File: config.mk
export PLATFORM = sky130hd
export DESIGN_NAME = dns_query_packet_builder
export DESIGN_NICKNAME = d
export VERILOG_FILES = /design/src/rtl/dqpb_pkg.sv /design/src/rtl/dqpb_front.sv /design/src/rtl/dqpb_job_fifo.sv /design/src/rtl/dqpb_back.sv /design/src/rtl/dns_query_packet_builder.sv
export SDC_FILE = /design/constraint.sdc
export NUM_CORES = 2
export LEC_CHECK = 0
export BUFFER_PORTS_ARGS = -buffer_cell sky130_fd_sc_hd__buf_2
export CAP_MARGIN = 20
export CORE_UTILIZATION = 60
export DETAILED_ROUTE_END_ITERATION = 7
export PLACE_DENSITY_LB_ADDON = 0.1
export RECOVER_POWER = 25
export SLEW_MARGIN = 20
export SYNTH_ARGS = -nofsm -noshare
export SYNTH_HDL_FRONTEND = slang
export SYNTH_SLANG_ARGS = --single-unit
export TNS_END_PERCENT = 20
File: constraint.sdc
create_clock -name i_clk -period 22 [get_ports i_clk]
set_input_delay 4.4 -clock i_clk [delete_from_list [all_inputs] [get_ports i_clk]]
set_output_delay 4.4 -clock i_clk [all_outputs]
set_load 0.005 [all_outputs]
File: src/rtl/dqpb_pkg.sv
package dqpb_pkg;

    localparam int NAME_LIMIT   = 255;
    localparam int STORE_DEPTH  = 256;

    // Encoded name store: one leading length byte ahead of the stored characters.
    localparam int ENC_DEPTH    = STORE_DEPTH + 1;
    localparam int ENC_AW       = $clog2(ENC_DEPTH);
    localparam int POS_W        = $clog2(STORE_DEPTH + 2);
    localparam int CNT_W        = $clog2(STORE_DEPTH + 1);

    localparam int MSG_W        = 9;
    localparam int ENC_W        = 10;
    localparam int HEADER_BYTES = 12;
    localparam int TAIL_BYTES   = 4;

    localparam logic [7:0] CHAR_DOT = 8'h2E;
    localparam logic [7:0] CHAR_BSL = 8'h5C;
    localparam logic [7:0] CHAR_NUL = 8'h00;

    localparam logic [8:0] COUNT_SAT = 9'd511;

    typedef struct packed {
        logic             error;
        logic [15:0]      query_id;
        logic             rd;
        logic [15:0]      query_type;
        logic [15:0]      query_class;
        logic [MSG_W-1:0] name_len;
    } t_job;

    typedef struct packed {
        logic              en;
        logic [ENC_AW-1:0] addr;
        logic [7:0]        data;
    } t_store_wr;

endpackage

File: src/rtl/dqpb_front.sv
module dqpb_front (
    input  logic                 i_clk,
    input  logic                 i_rst_n,
    input  logic                 i_valid,
    output logic                 o_stall,
    input  logic [7:0]           i_name_char,
    input  logic                 i_final_char,
    input  logic [15:0]          i_query_id,
    input  logic                 i_recursion_desired,
    input  logic [15:0]          i_query_type,
    input  logic [15:0]          i_query_class,
    output dqpb_pkg::t_store_wr  o_store_wr,
    output logic                 o_job_push,
    output dqpb_pkg::t_job       o_job,
    input  logic                 i_job_full,
    input  logic                 i_store_release
);
    import dqpb_pkg::*;

    typedef enum logic {S_LOAD, S_CLOSE} t_state;

    t_state            r_state, n_state;
    logic [CNT_W-1:0]  r_n, n_n;
    logic [8:0]        r_counted, n_counted;
    logic              r_ovf, n_ovf;
    logic              r_last_dot, n_last_dot;
    logic [POS_W-1:0]  r_pos, n_pos;
    logic [ENC_AW-1:0] r_lstart, n_lstart;
    logic [7:0]        r_lab, n_lab;
    logic              r_busy, n_busy;
    logic [15:0]       r_qid, n_qid;
    logic              r_rd, n_rd;
    logic [15:0]       r_qtype, n_qtype;
    logic [15:0]       r_qclass, n_qclass;

    logic              accept;
    logic              is_dot;
    logic              is_bsl;
    logic              root;
    logic              err;
    logic [ENC_W-1:0]  enc_len;
    logic [MSG_W-1:0]  name_len;

    assign o_stall = (r_state != S_LOAD) || r_busy;
    assign accept  = i_valid && !o_stall;
    assign is_dot  = (i_name_char == CHAR_DOT);
    assign is_bsl  = (i_name_char == CHAR_BSL);

    assign root    = (r_n == '0) || ((r_n == CNT_W'(1)) && r_last_dot);
    assign enc_len = ENC_W'(r_counted) + ENC_W'(1)
                   + (((r_n == '0) || !r_last_dot) ? ENC_W'(1) : ENC_W'(0));
    assign err     = r_ovf || (enc_len > ENC_W'(NAME_LIMIT));
    assign name_len = root       ? '0 :
                      r_last_dot ? MSG_W'(r_lstart) : MSG_W'(r_pos);

    always_comb begin
        n_state    = r_state;
        n_n        = r_n;
        n_counted  = r_counted;
        n_ovf      = r_ovf;
        n_last_dot = r_last_dot;
        n_pos      = r_pos;
        n_lstart   = r_lstart;
        n_lab      = r_lab;
        n_busy     = r_busy;
        n_qid      = r_qid;
        n_rd       = r_rd;
        n_qtype    = r_qtype;
        n_qclass   = r_qclass;
        o_store_wr = '0;
        o_job_push = 1'b0;

        o_job.error       = err;
        o_job.query_id    = r_qid;
        o_job.rd          = r_rd;
        o_job.query_type  = r_qtype;
        o_job.query_class = r_qclass;
        o_job.name_len    = name_len;

        if (i_store_release) begin
            n_busy = 1'b0;
        end

        unique case (r_state)
            S_LOAD: begin
                if (accept) begin
                    if (i_name_char != CHAR_NUL) begin
                        if (r_n < CNT_W'(STORE_DEPTH)) begin
                            n_n        = r_n + 1'b1;
                            n_last_dot = is_dot;
                            if (is_dot) begin
                                // patch the open label's length, open a new one
                                o_store_wr.en   = 1'b1;
                                o_store_wr.addr = r_lstart;
                                o_store_wr.data = r_lab;
                                n_lstart        = r_pos[ENC_AW-1:0];
                                n_pos           = r_pos + 1'b1;
                                n_lab           = '0;
                            end else if (!is_bsl) begin
                                o_store_wr.en   = 1'b1;
                                o_store_wr.addr = r_pos[ENC_AW-1:0];
                                o_store_wr.data = i_name_char;
                                n_pos           = r_pos + 1'b1;
                                n_lab           = r_lab + 1'b1;
                            end
                        end else begin
                            n_ovf = 1'b1;
                        end
                        if (!is_bsl && (r_counted != COUNT_SAT)) begin
                            n_counted = r_counted + 1'b1;
                        end
                    end
                    if (i_final_char) begin
                        n_qid    = i_query_id;
                        n_rd     = i_recursion_desired;
                        n_qtype  = i_query_type;
                        n_qclass = i_query_class;
                        n_state  = S_CLOSE;
                    end
                end
            end
            S_CLOSE: begin
                if (!i_job_full) begin
                    o_job_push = 1'b1;
                    // close the trailing label when the name has no final dot
                    if (!root && !r_last_dot && !err) begin
                        o_store_wr.en   = 1'b1;
                        o_store_wr.addr = r_lstart;
                        o_store_wr.data = r_lab;
                    end
                    n_busy     = !err;
                    n_n        = '0;
                    n_counted  = '0;
                    n_ovf      = 1'b0;
                    n_last_dot = 1'b0;
                    n_pos      = POS_W'(1);
                    n_lstart   = '0;
                    n_lab      = '0;
                    n_state    = S_LOAD;
                end
            end
            default: n_state = S_LOAD;
        endcase
    end

    always_ff @(posedge i_clk) begin
        if (!i_rst_n) begin
            r_state    <= S_LOAD;
            r_n        <= '0;
            r_counted  <= '0;
            r_ovf      <= 1'b0;
            r_last_dot <= 1'b0;
            r_pos      <= POS_W'(1);
            r_lstart   <= '0;
            r_lab      <= '0;
            r_busy     <= 1'b0;
        end else begin
            r_state    <= n_state;
            r_n        <= n_n;
            r_counted  <= n_counted;
            r_ovf      <= n_ovf;
            r_last_dot <= n_last_dot;
            r_pos      <= n_pos;
            r_lstart   <= n_lstart;
            r_lab      <= n_lab;
            r_busy     <= n_busy;
        end
        r_qid    <= n_qid;
        r_rd     <= n_rd;
        r_qtype  <= n_qtype;
        r_qclass <= n_qclass;
    end

endmodule

File: src/rtl/dqpb_job_fifo.sv
module dqpb_job_fifo (
    input  logic            i_clk,
    input  logic            i_rst_n,
    input  logic            i_push,
    input  dqpb_pkg::t_job  i_job,
    output logic            o_full,
    input  logic            i_pop,
    output logic            o_valid,
    output dqpb_pkg::t_job  o_job
);
    import dqpb_pkg::*;

    t_job       r_slot [2];
    logic       r_wr_ptr;
    logic       r_rd_ptr;
    logic [1:0] r_count;

    assign o_full  = (r_count == 2'd2);
    assign o_valid = (r_count != 2'd0);
    assign o_job   = r_slot[r_rd_ptr];

    always_ff @(posedge i_clk) begin
        if (!i_rst_n) begin
            r_wr_ptr <= 1'b0;
            r_rd_ptr <= 1'b0;
            r_count  <= 2'd0;
        end else begin
            if (i_push) begin
                r_wr_ptr <= !r_wr_ptr;
            end
            if (i_pop) begin
                r_rd_ptr <= !r_rd_ptr;
            end
            if (i_push && !i_pop) begin
                r_count <= r_count + 2'd1;
            end else if (i_pop && !i_push) begin
                r_count <= r_count - 2'd1;
            end
        end
        if (i_push) begin
            r_slot[r_wr_ptr] <= i_job;
        end
    end

endmodule

File: src/rtl/dqpb_back.sv
module dqpb_back (
    input  logic                 i_clk,
    input  logic                 i_rst_n,
    input  dqpb_pkg::t_store_wr  i_store_wr,
    input  logic                 i_job_valid,
    input  dqpb_pkg::t_job       i_job,
    output logic                 o_job_pop,
    output logic                 o_store_release,
    output logic                 o_valid,
    input  logic                 i_stall,
    output logic [63:0]          o_packet_word,
    output logic [3:0]           o_bytes_valid,
    output logic                 o_last_word,
    output logic [8:0]           o_message_length,
    output logic                 o_name_error
);
    import dqpb_pkg::*;

    typedef enum logic {S_IDLE, S_RUN} t_state;

    logic [7:0]        r_mem [ENC_DEPTH];
    logic [7:0]        r_rd_data;
    logic [ENC_AW-1:0] rd_addr;
    logic [MSG_W-1:0]  rd_diff;

    t_state            r_state, n_state;
    t_job              r_job, n_job;
    logic [MSG_W-1:0]  r_pos, n_pos;
    logic [MSG_W-1:0]  r_name_end, n_name_end;
    logic [MSG_W-1:0]  r_msg_last, n_msg_last;
    logic [63:0]       r_acc, n_acc;
    logic [2:0]        r_cnt, n_cnt;

    logic              r_out_valid, n_out_valid;
    logic [63:0]       r_out_word, n_out_word;
    logic [3:0]        r_out_bytes, n_out_bytes;
    logic              r_out_last, n_out_last;
    logic [8:0]        r_out_len, n_out_len;
    logic              r_out_err, n_out_err;

    logic              out_free;
    logic              last_byte;
    logic [MSG_W-1:0]  tail_d;
    logic [7:0]        cur_byte;
    logic [63:0]       ins_word;

    assign out_free  = !r_out_valid || !i_stall;
    assign last_byte = (r_pos == r_msg_last);
    assign tail_d    = r_pos - r_name_end;

    always_comb begin
        cur_byte = 8'h00;
        if (r_pos < MSG_W'(HEADER_BYTES)) begin
            case (r_pos[3:0])
                4'd0:    cur_byte = r_job.query_id[15:8];
                4'd1:    cur_byte = r_job.query_id[7:0];
                4'd2:    cur_byte = {7'b0, r_job.rd};
                4'd5:    cur_byte = 8'h01;
                default: cur_byte = 8'h00;
            endcase
        end else if (r_pos < r_name_end) begin
            cur_byte = r_rd_data;
        end else begin
            case (tail_d[2:0])
                3'd1:    cur_byte = r_job.query_type[15:8];
                3'd2:    cur_byte = r_job.query_type[7:0];
                3'd3:    cur_byte = r_job.query_class[15:8];
                3'd4:    cur_byte = r_job.query_class[7:0];
                default: cur_byte = 8'h00;
            endcase
        end
    end

    always_comb begin
        ins_word = r_acc;
        for (int b = 0; b < 8; b++) begin
            if (r_cnt == 3'(b)) begin
                ins_word[63-8*b -: 8] = cur_byte;
            end
        end
    end

    always_comb begin
        n_state         = r_state;
        n_job           = r_job;
        n_pos           = r_pos;
        n_name_end      = r_name_end;
        n_msg_last      = r_msg_last;
        n_acc           = r_acc;
        n_cnt           = r_cnt;
        n_out_valid     = r_out_valid && i_stall;
        n_out_word      = r_out_word;
        n_out_bytes     = r_out_bytes;
        n_out_last      = r_out_last;
        n_out_len       = r_out_len;
        n_out_err       = r_out_err;
        o_job_pop       = 1'b0;
        o_store_release = 1'b0;

        unique case (r_state)
            S_IDLE: begin
                if (i_job_valid && out_free) begin
                    o_job_pop = 1'b1;
                    if (i_job.error) begin
                        n_out_valid = 1'b1;
                        n_out_word  = '0;
                        n_out_bytes = '0;
                        n_out_last  = 1'b1;
                        n_out_len   = '0;
                        n_out_err   = 1'b1;
                    end else begin
                        n_job      = i_job;
                        n_pos      = '0;
                        n_acc      = '0;
                        n_cnt      = '0;
                        n_name_end = i_job.name_len + MSG_W'(HEADER_BYTES);
                        n_msg_last = i_job.name_len + MSG_W'(HEADER_BYTES + TAIL_BYTES);
                        n_state    = S_RUN;
                    end
                end
            end
            S_RUN: begin
                if (out_free) begin
                    n_pos = r_pos + 1'b1;
                    if ((r_cnt == 3'd7) || last_byte) begin
                        n_out_valid = 1'b1;
                        n_out_word  = ins_word;
                        n_out_bytes = {1'b0, r_cnt} + 4'd1;
                        n_out_last  = last_byte;
                        n_out_len   = last_byte ? (r_msg_last + 9'd1) : '0;
                        n_out_err   = 1'b0;
                        n_acc       = '0;
                        n_cnt       = '0;
                    end else begin
                        n_acc = ins_word;
                        n_cnt = r_cnt + 3'd1;
                    end
                    if (last_byte) begin
                        o_store_release = 1'b1;
                        n_state         = S_IDLE;
                    end
                end
            end
            default: n_state = S_IDLE;
        endcase
    end

    // read one byte ahead so the registered data lines up with r_pos
    assign rd_diff = n_pos - MSG_W'(HEADER_BYTES);
    assign rd_addr = ENC_AW'(rd_diff);

    always_ff @(posedge i_clk) begin
        if (i_store_wr.en) begin
            r_mem[i_store_wr.addr] <= i_store_wr.data;
        end
        r_rd_data <= r_mem[rd_addr];
    end

    always_ff @(posedge i_clk) begin
        if (!i_rst_n) begin
            r_state     <= S_IDLE;
            r_out_valid <= 1'b0;
        end else begin
            r_state     <= n_state;
            r_out_valid <= n_out_valid;
        end
        r_job       <= n_job;
        r_pos       <= n_pos;
        r_name_end  <= n_name_end;
        r_msg_last  <= n_msg_last;
        r_acc       <= n_acc;
        r_cnt       <= n_cnt;
        r_out_word  <= n_out_word;
        r_out_bytes <= n_out_bytes;
        r_out_last  <= n_out_last;
        r_out_len   <= n_out_len;
        r_out_err   <= n_out_err;
    end

    assign o_valid          = r_out_valid;
    assign o_packet_word    = r_out_word;
    assign o_bytes_valid    = r_out_bytes;
    assign o_last_word      = r_out_last;
    assign o_message_length = r_out_len;
    assign o_name_error     = r_out_err;

endmodule

File: src/rtl/dns_query_packet_builder.sv
// DNS query message builder.
// Input channel (i_valid / o_stall): one name character per word, one word
// per cycle while loading. The word with i_final_char set also carries the
// query id, RD bit, type and class; zero characters are skipped but their
// final flag still acts.
// Output channel (o_valid / i_stall): 64-bit message words, first byte in
// bits 63:56, with byte count, last-word flag, total length on the last word
// and an error flag on the lone word that replaces a name too long or one
// that overran the character store.
// After the final character, the close state closes the name and queues a
// job; the back end then walks the message one byte per cycle while the
// output is not stalled.
// Input is stalled from the final character until the back end has packed
// the last message byte; an error word leaves the store free at once.
// When the receiver stalls, the output register holds its word and the byte
// walker pauses; the job queue lets the front close the next name meanwhile.
// Reset clears front counters, queue and valid flags, not the store contents.
module dns_query_packet_builder (
    input  logic        i_clk,
    input  logic        i_rst_n,
    input  logic        i_valid,
    output logic        o_stall,
    input  logic [7:0]  i_name_char,
    input  logic        i_final_char,
    input  logic [15:0] i_query_id,
    input  logic        i_recursion_desired,
    input  logic [15:0] i_query_type,
    input  logic [15:0] i_query_class,
    output logic        o_valid,
    input  logic        i_stall,
    output logic [63:0] o_packet_word,
    output logic [3:0]  o_bytes_valid,
    output logic        o_last_word,
    output logic [8:0]  o_message_length,
    output logic        o_name_error
);
    import dqpb_pkg::*;

    t_store_wr store_wr;
    t_job      push_job;
    t_job      pop_job;
    logic      job_push;
    logic      job_full;
    logic      job_valid;
    logic      job_pop;
    logic      store_release;

    // front: load characters and pre-encode labels into the store
    dqpb_front u_front (
        .i_clk               (i_clk),
        .i_rst_n             (i_rst_n),
        .i_valid             (i_valid),
        .o_stall             (o_stall),
        .i_name_char         (i_name_char),
        .i_final_char        (i_final_char),
        .i_query_id          (i_query_id),
        .i_recursion_desired (i_recursion_desired),
        .i_query_type        (i_query_type),
        .i_query_class       (i_query_class),
        .o_store_wr          (store_wr),
        .o_job_push          (job_push),
        .o_job               (push_job),
        .i_job_full          (job_full),
        .i_store_release     (store_release)
    );

    // hold closed names until the back end takes them
    dqpb_job_fifo u_job_fifo (
        .i_clk   (i_clk),
        .i_rst_n (i_rst_n),
        .i_push  (job_push),
        .i_job   (push_job),
        .o_full  (job_full),
        .i_pop   (job_pop),
        .o_valid (job_valid),
        .o_job   (pop_job)
    );

    // back: walk header, stored name and tail, pack bytes into words
    dqpb_back u_back (
        .i_clk            (i_clk),
        .i_rst_n          (i_rst_n),
        .i_store_wr       (store_wr),
        .i_job_valid      (job_valid),
        .i_job            (pop_job),
        .o_job_pop        (job_pop),
        .o_store_release  (store_release),
        .o_valid          (o_valid),
        .i_stall          (i_stall),
        .o_packet_word    (o_packet_word),
        .o_bytes_valid    (o_bytes_valid),
        .o_last_word      (o_last_word),
        .o_message_length (o_message_length),
        .o_name_error     (o_name_error)
    );

endmodule

==> summary.md <==
| Metric | Value |
|---|---|
| DRC violations left | 1 |
| Nets | ~6700 |
| Share of the clock period used by the worst path | 60.6% |
| Initial Utilization | between 60% and 70% |
| Cts repair resizes | 0 |
| Netlist cell types | between 70 and 80 |
| CP max-delay cell | clkinvlp_2 |
| Dominant cells by area after synthesis | edfxtp_1 (74%), nand2_1 (3.7%), mux4_2 (3.3%), mux2i_1 (3.0%), a21oi_1 (2.1%) |
| Leading cell types in the layout, fill and taps excluded | edfxtp_1 (2434), nand2_1 (975), a21oi_1 (411) |
| Synthesized flop and latch total | approximately 2500 |
| Total GRT Usage | approximately 30% |
| CP most frequent cell | buf_4 |
| Synth warnings | 0 |
| Worst path arrival time | 14.10 ns |
| Clock transition at path regs | around 0.060 ns |
| Crit. End Element | flop |
| Final setup fails | 0 |
| Post-DRT Antenna Nets | 0 |
| Clock buffer count from CTS | between 200 and 250 |
| Worst Skew | 0.0493 ns |
| Share of Yosys cell area claimed by the top area cell type | around three quarters |
| Fin crit period | 13.34 ns |
| Max Buffers Root-to-Sink | 3 |
| DIE AREA | 167000 um2 |
| Drt total wl | around 260000 um |
| Layout cells sized above 1 | ~12% |
| CTS tree | yes |
| Via count | slightly below 60000 |
| Max Slew Vio Count | around 1400 |
| H-tree depth | 4 |
| Clock latency on the worst-skew pair | ~0.91 ns |
| Synth async-reset ratio | 0% |
| Hold Path Class | reg -> reg |
| First-pass GRT wire length | around 370000 um |
| Peak VDD IR | between 0.09 and 0.1 mV |
| Post-Syn Area per Cell | 15.3 um2 |
| Routed wire per std cell | 28.5 um |
| Hold Violations, Final | 0 |
| Post-placement setup slack | 11.08 ns |
| I/O Pins | about 140 |
| FILL cells | approximately 11000 |
| Post-synthesis cell area | about 99000 um2 |
| Vias per cell | between 6 and 7 |
| LEAKAGE | 36.3 nW |
| Cts hold-fix bufs | 0 |
| Worst slew margin | -235% |
| Synth Flop Type | edfxtp_1 |
| Worst-margin pin slew | around 5 ns |
| Post-CTS setup buffers | 0 |
| Mapped Nets | approximately 6600 |
| Horiz. Die Dim | 409 um |
| Drt initial violations | ~7600 |
| Die Y | between 400 and 500 um |
| RSZ-0062 raised after global routing | no |
| Crit path required time | roughly 23 ns |
| GRT overflow | 0 |
| EDFF count, synth | between 2000 and 2500 |
| P&R area growth vs syn | 10.1% |
| Post-synthesis cell count | around 6500 |
| Slowest stage delay, CP | around 2.6 ns |
| CORE AREA | 164000 um2 |
| Startpoint Class | input port |
| CP max FO | 70 |
| Sinks on the clock net | between 2000 and 3000 |
| Tot Pwr | between 10 and 15 mW |
| Status | finished, violations left |
| Cell Rows | ~150 |
| Final setup margin | around 8.7 ns |
| Commonest non-fill, non-tap cell in the layout | edfxtp_1 |
| Post-DP HPWL | between 150000 and 200000 um |
| F_max | roughly 75 MHz |
| Antenna violations before repair | 6 |
| Largest net degree at the start of global routing | 192 |
| Setup total negative slack | 0 ns |
| Crit path cell chain | clkbuf_1, o2bb2ai_1, or3_1, clkinvlp_2, a22o_1, inv_1, ha_4, buf_4, a221oi_4, buf_4, nand2_2, buf_4, a21oi_1, nor4_1, o22ai_1, nor4_1, o41ai_1 |
| Failing checks | design-rule violations, max-capacitance violations, max-slew violations |
| CTS Root Cell | clkbuf_16 |
| RePlAce Congestion | 0.920 |
| I/O Buffers | 142 |
| Max-cap viol count | 29 |
| Synth area leader | edfxtp_1 |
| DRT Pass-1 Iters | 8 |
| CP Class | in -> reg |
| Register area share after synthesis | 75.1% |
| Pwr dens | ~120 nW/um2 |
| Number of global-route vias before repair | 54900 |
-- layer usage --
metal	wire length, um	track usage [%]	part of all wire [%]	vias to the layer above
li1	-	-	-	25000
met1	102000	44.6	40	29200
met2	119000	46.1	46	3192
met4	9230	10.9	3.6	4
met3	25400	5.60	9.9	471
met5	95	0.345	0.037	-
-- metrics by stage --
step,instances,instance area (um2),hold WS (ns),util [%]
after floorplan,6483,99200,0.412,-
after global placement,8496,102000,0.417,62.3
after detailed placement,8496,102000,0.427,62.3
after CTS,8946,110000,0.438,67.0
after global routing,8946,109000,0.449,66.8
final,8949,109000,0.440,66.8
-- worst paths after layout --
path,startpoint,end,slack (ns),cells after the start
worst min register to register,u_front.r_qid[9],u_job_fifo.r_slot[1][51],0.44,0
worst max-delay path,i_stall,u_back.r_rd_data[0],8.66,17
worst min-delay path,u_front.r_qid[9],u_job_fifo.r_slot[1][51],0.44,0
worst max register to register,u_front.r_n[3],u_back.r_mem[237][5],11.81,13
-- cells by family after synthesis --
kind of cell / after synthesis / synth area share [%]
compound gates: 1069 / 6.63
fa+ha+maj: 34 / 0.436
flops: 2506 / 75.1
buf+inv: 457 / 2.22
mux: 507 / 7.05
simple gates: 1857 / 8.09
xor+xnor: 53 / 0.475
-- power by group --
group          switching [mW]  internal [mW]
logic                    2.30           1.09
registers              0.0711           5.53
clock network            1.79           2.24
-- sequential cells by signal, summed over array words and instances (netlist names), 16 cells and up, named ones only --
| register | flops |
|---|---|
| u_back.o_packet_word | 64 |
| u_back.r_acc | 64 |
| u_back.r_job | 49 |
| u_back.r_mem | 2056 |
| u_front.r_qclass | 16 |
| u_front.r_qid | 16 |
| u_front.r_qtype | 16 |
| u_job_fifo.r_slot | 118 |
-- Yosys cell counts, drive strengths merged, types with 8 or more instances --
library cell / n
inv: 44
nor3: 17
o31ai: 9
buf: 190
clkbuf: 223
mux4: 147
a31oi: 33
nor2: 361
o22ai: 90
xnor2: 24
a21oi: 415
mux2i: 297
a32oi: 114
o211ai: 16
a222oi: 14
o21a: 12
a22o: 16
ha: 33
or4: 11
o21ai: 223
dfxtp: 72
and2: 23
and3: 84
or3: 21
nand4: 69
o41ai: 10
a21boi: 8
a211oi: 57
nor4: 53
mux2: 63
nor2b: 23
nand2: 990
xor2: 29
edfxtp: 2434
a22oi: 21
nand3: 185
-- worst max-delay path, delay by kind of cell --
kind	cells	cell delay (ns)
AND/OR/NAND/NOR	4	2.26
adder cells (fa/ha/maj)	1	0.48
buffers and inverters	6	4.56
AO/OA/AOI/OAI	6	2.32
-- layout make-up --
class	count	area (um2)	share of cell area, %
flip-flops and latches	2506	74500	68.2
multi-input cells	3520	22700	20.8
clock buffers	300	6330	5.79
well taps	2175	2720	2.49
repair buffers	251	1470	1.34
clock inverters	150	1360	1.24
inverters	44	175	0.160
diodes	3	7.51	0.00687
No activity file was read; power rests on OpenSTA's default activity.
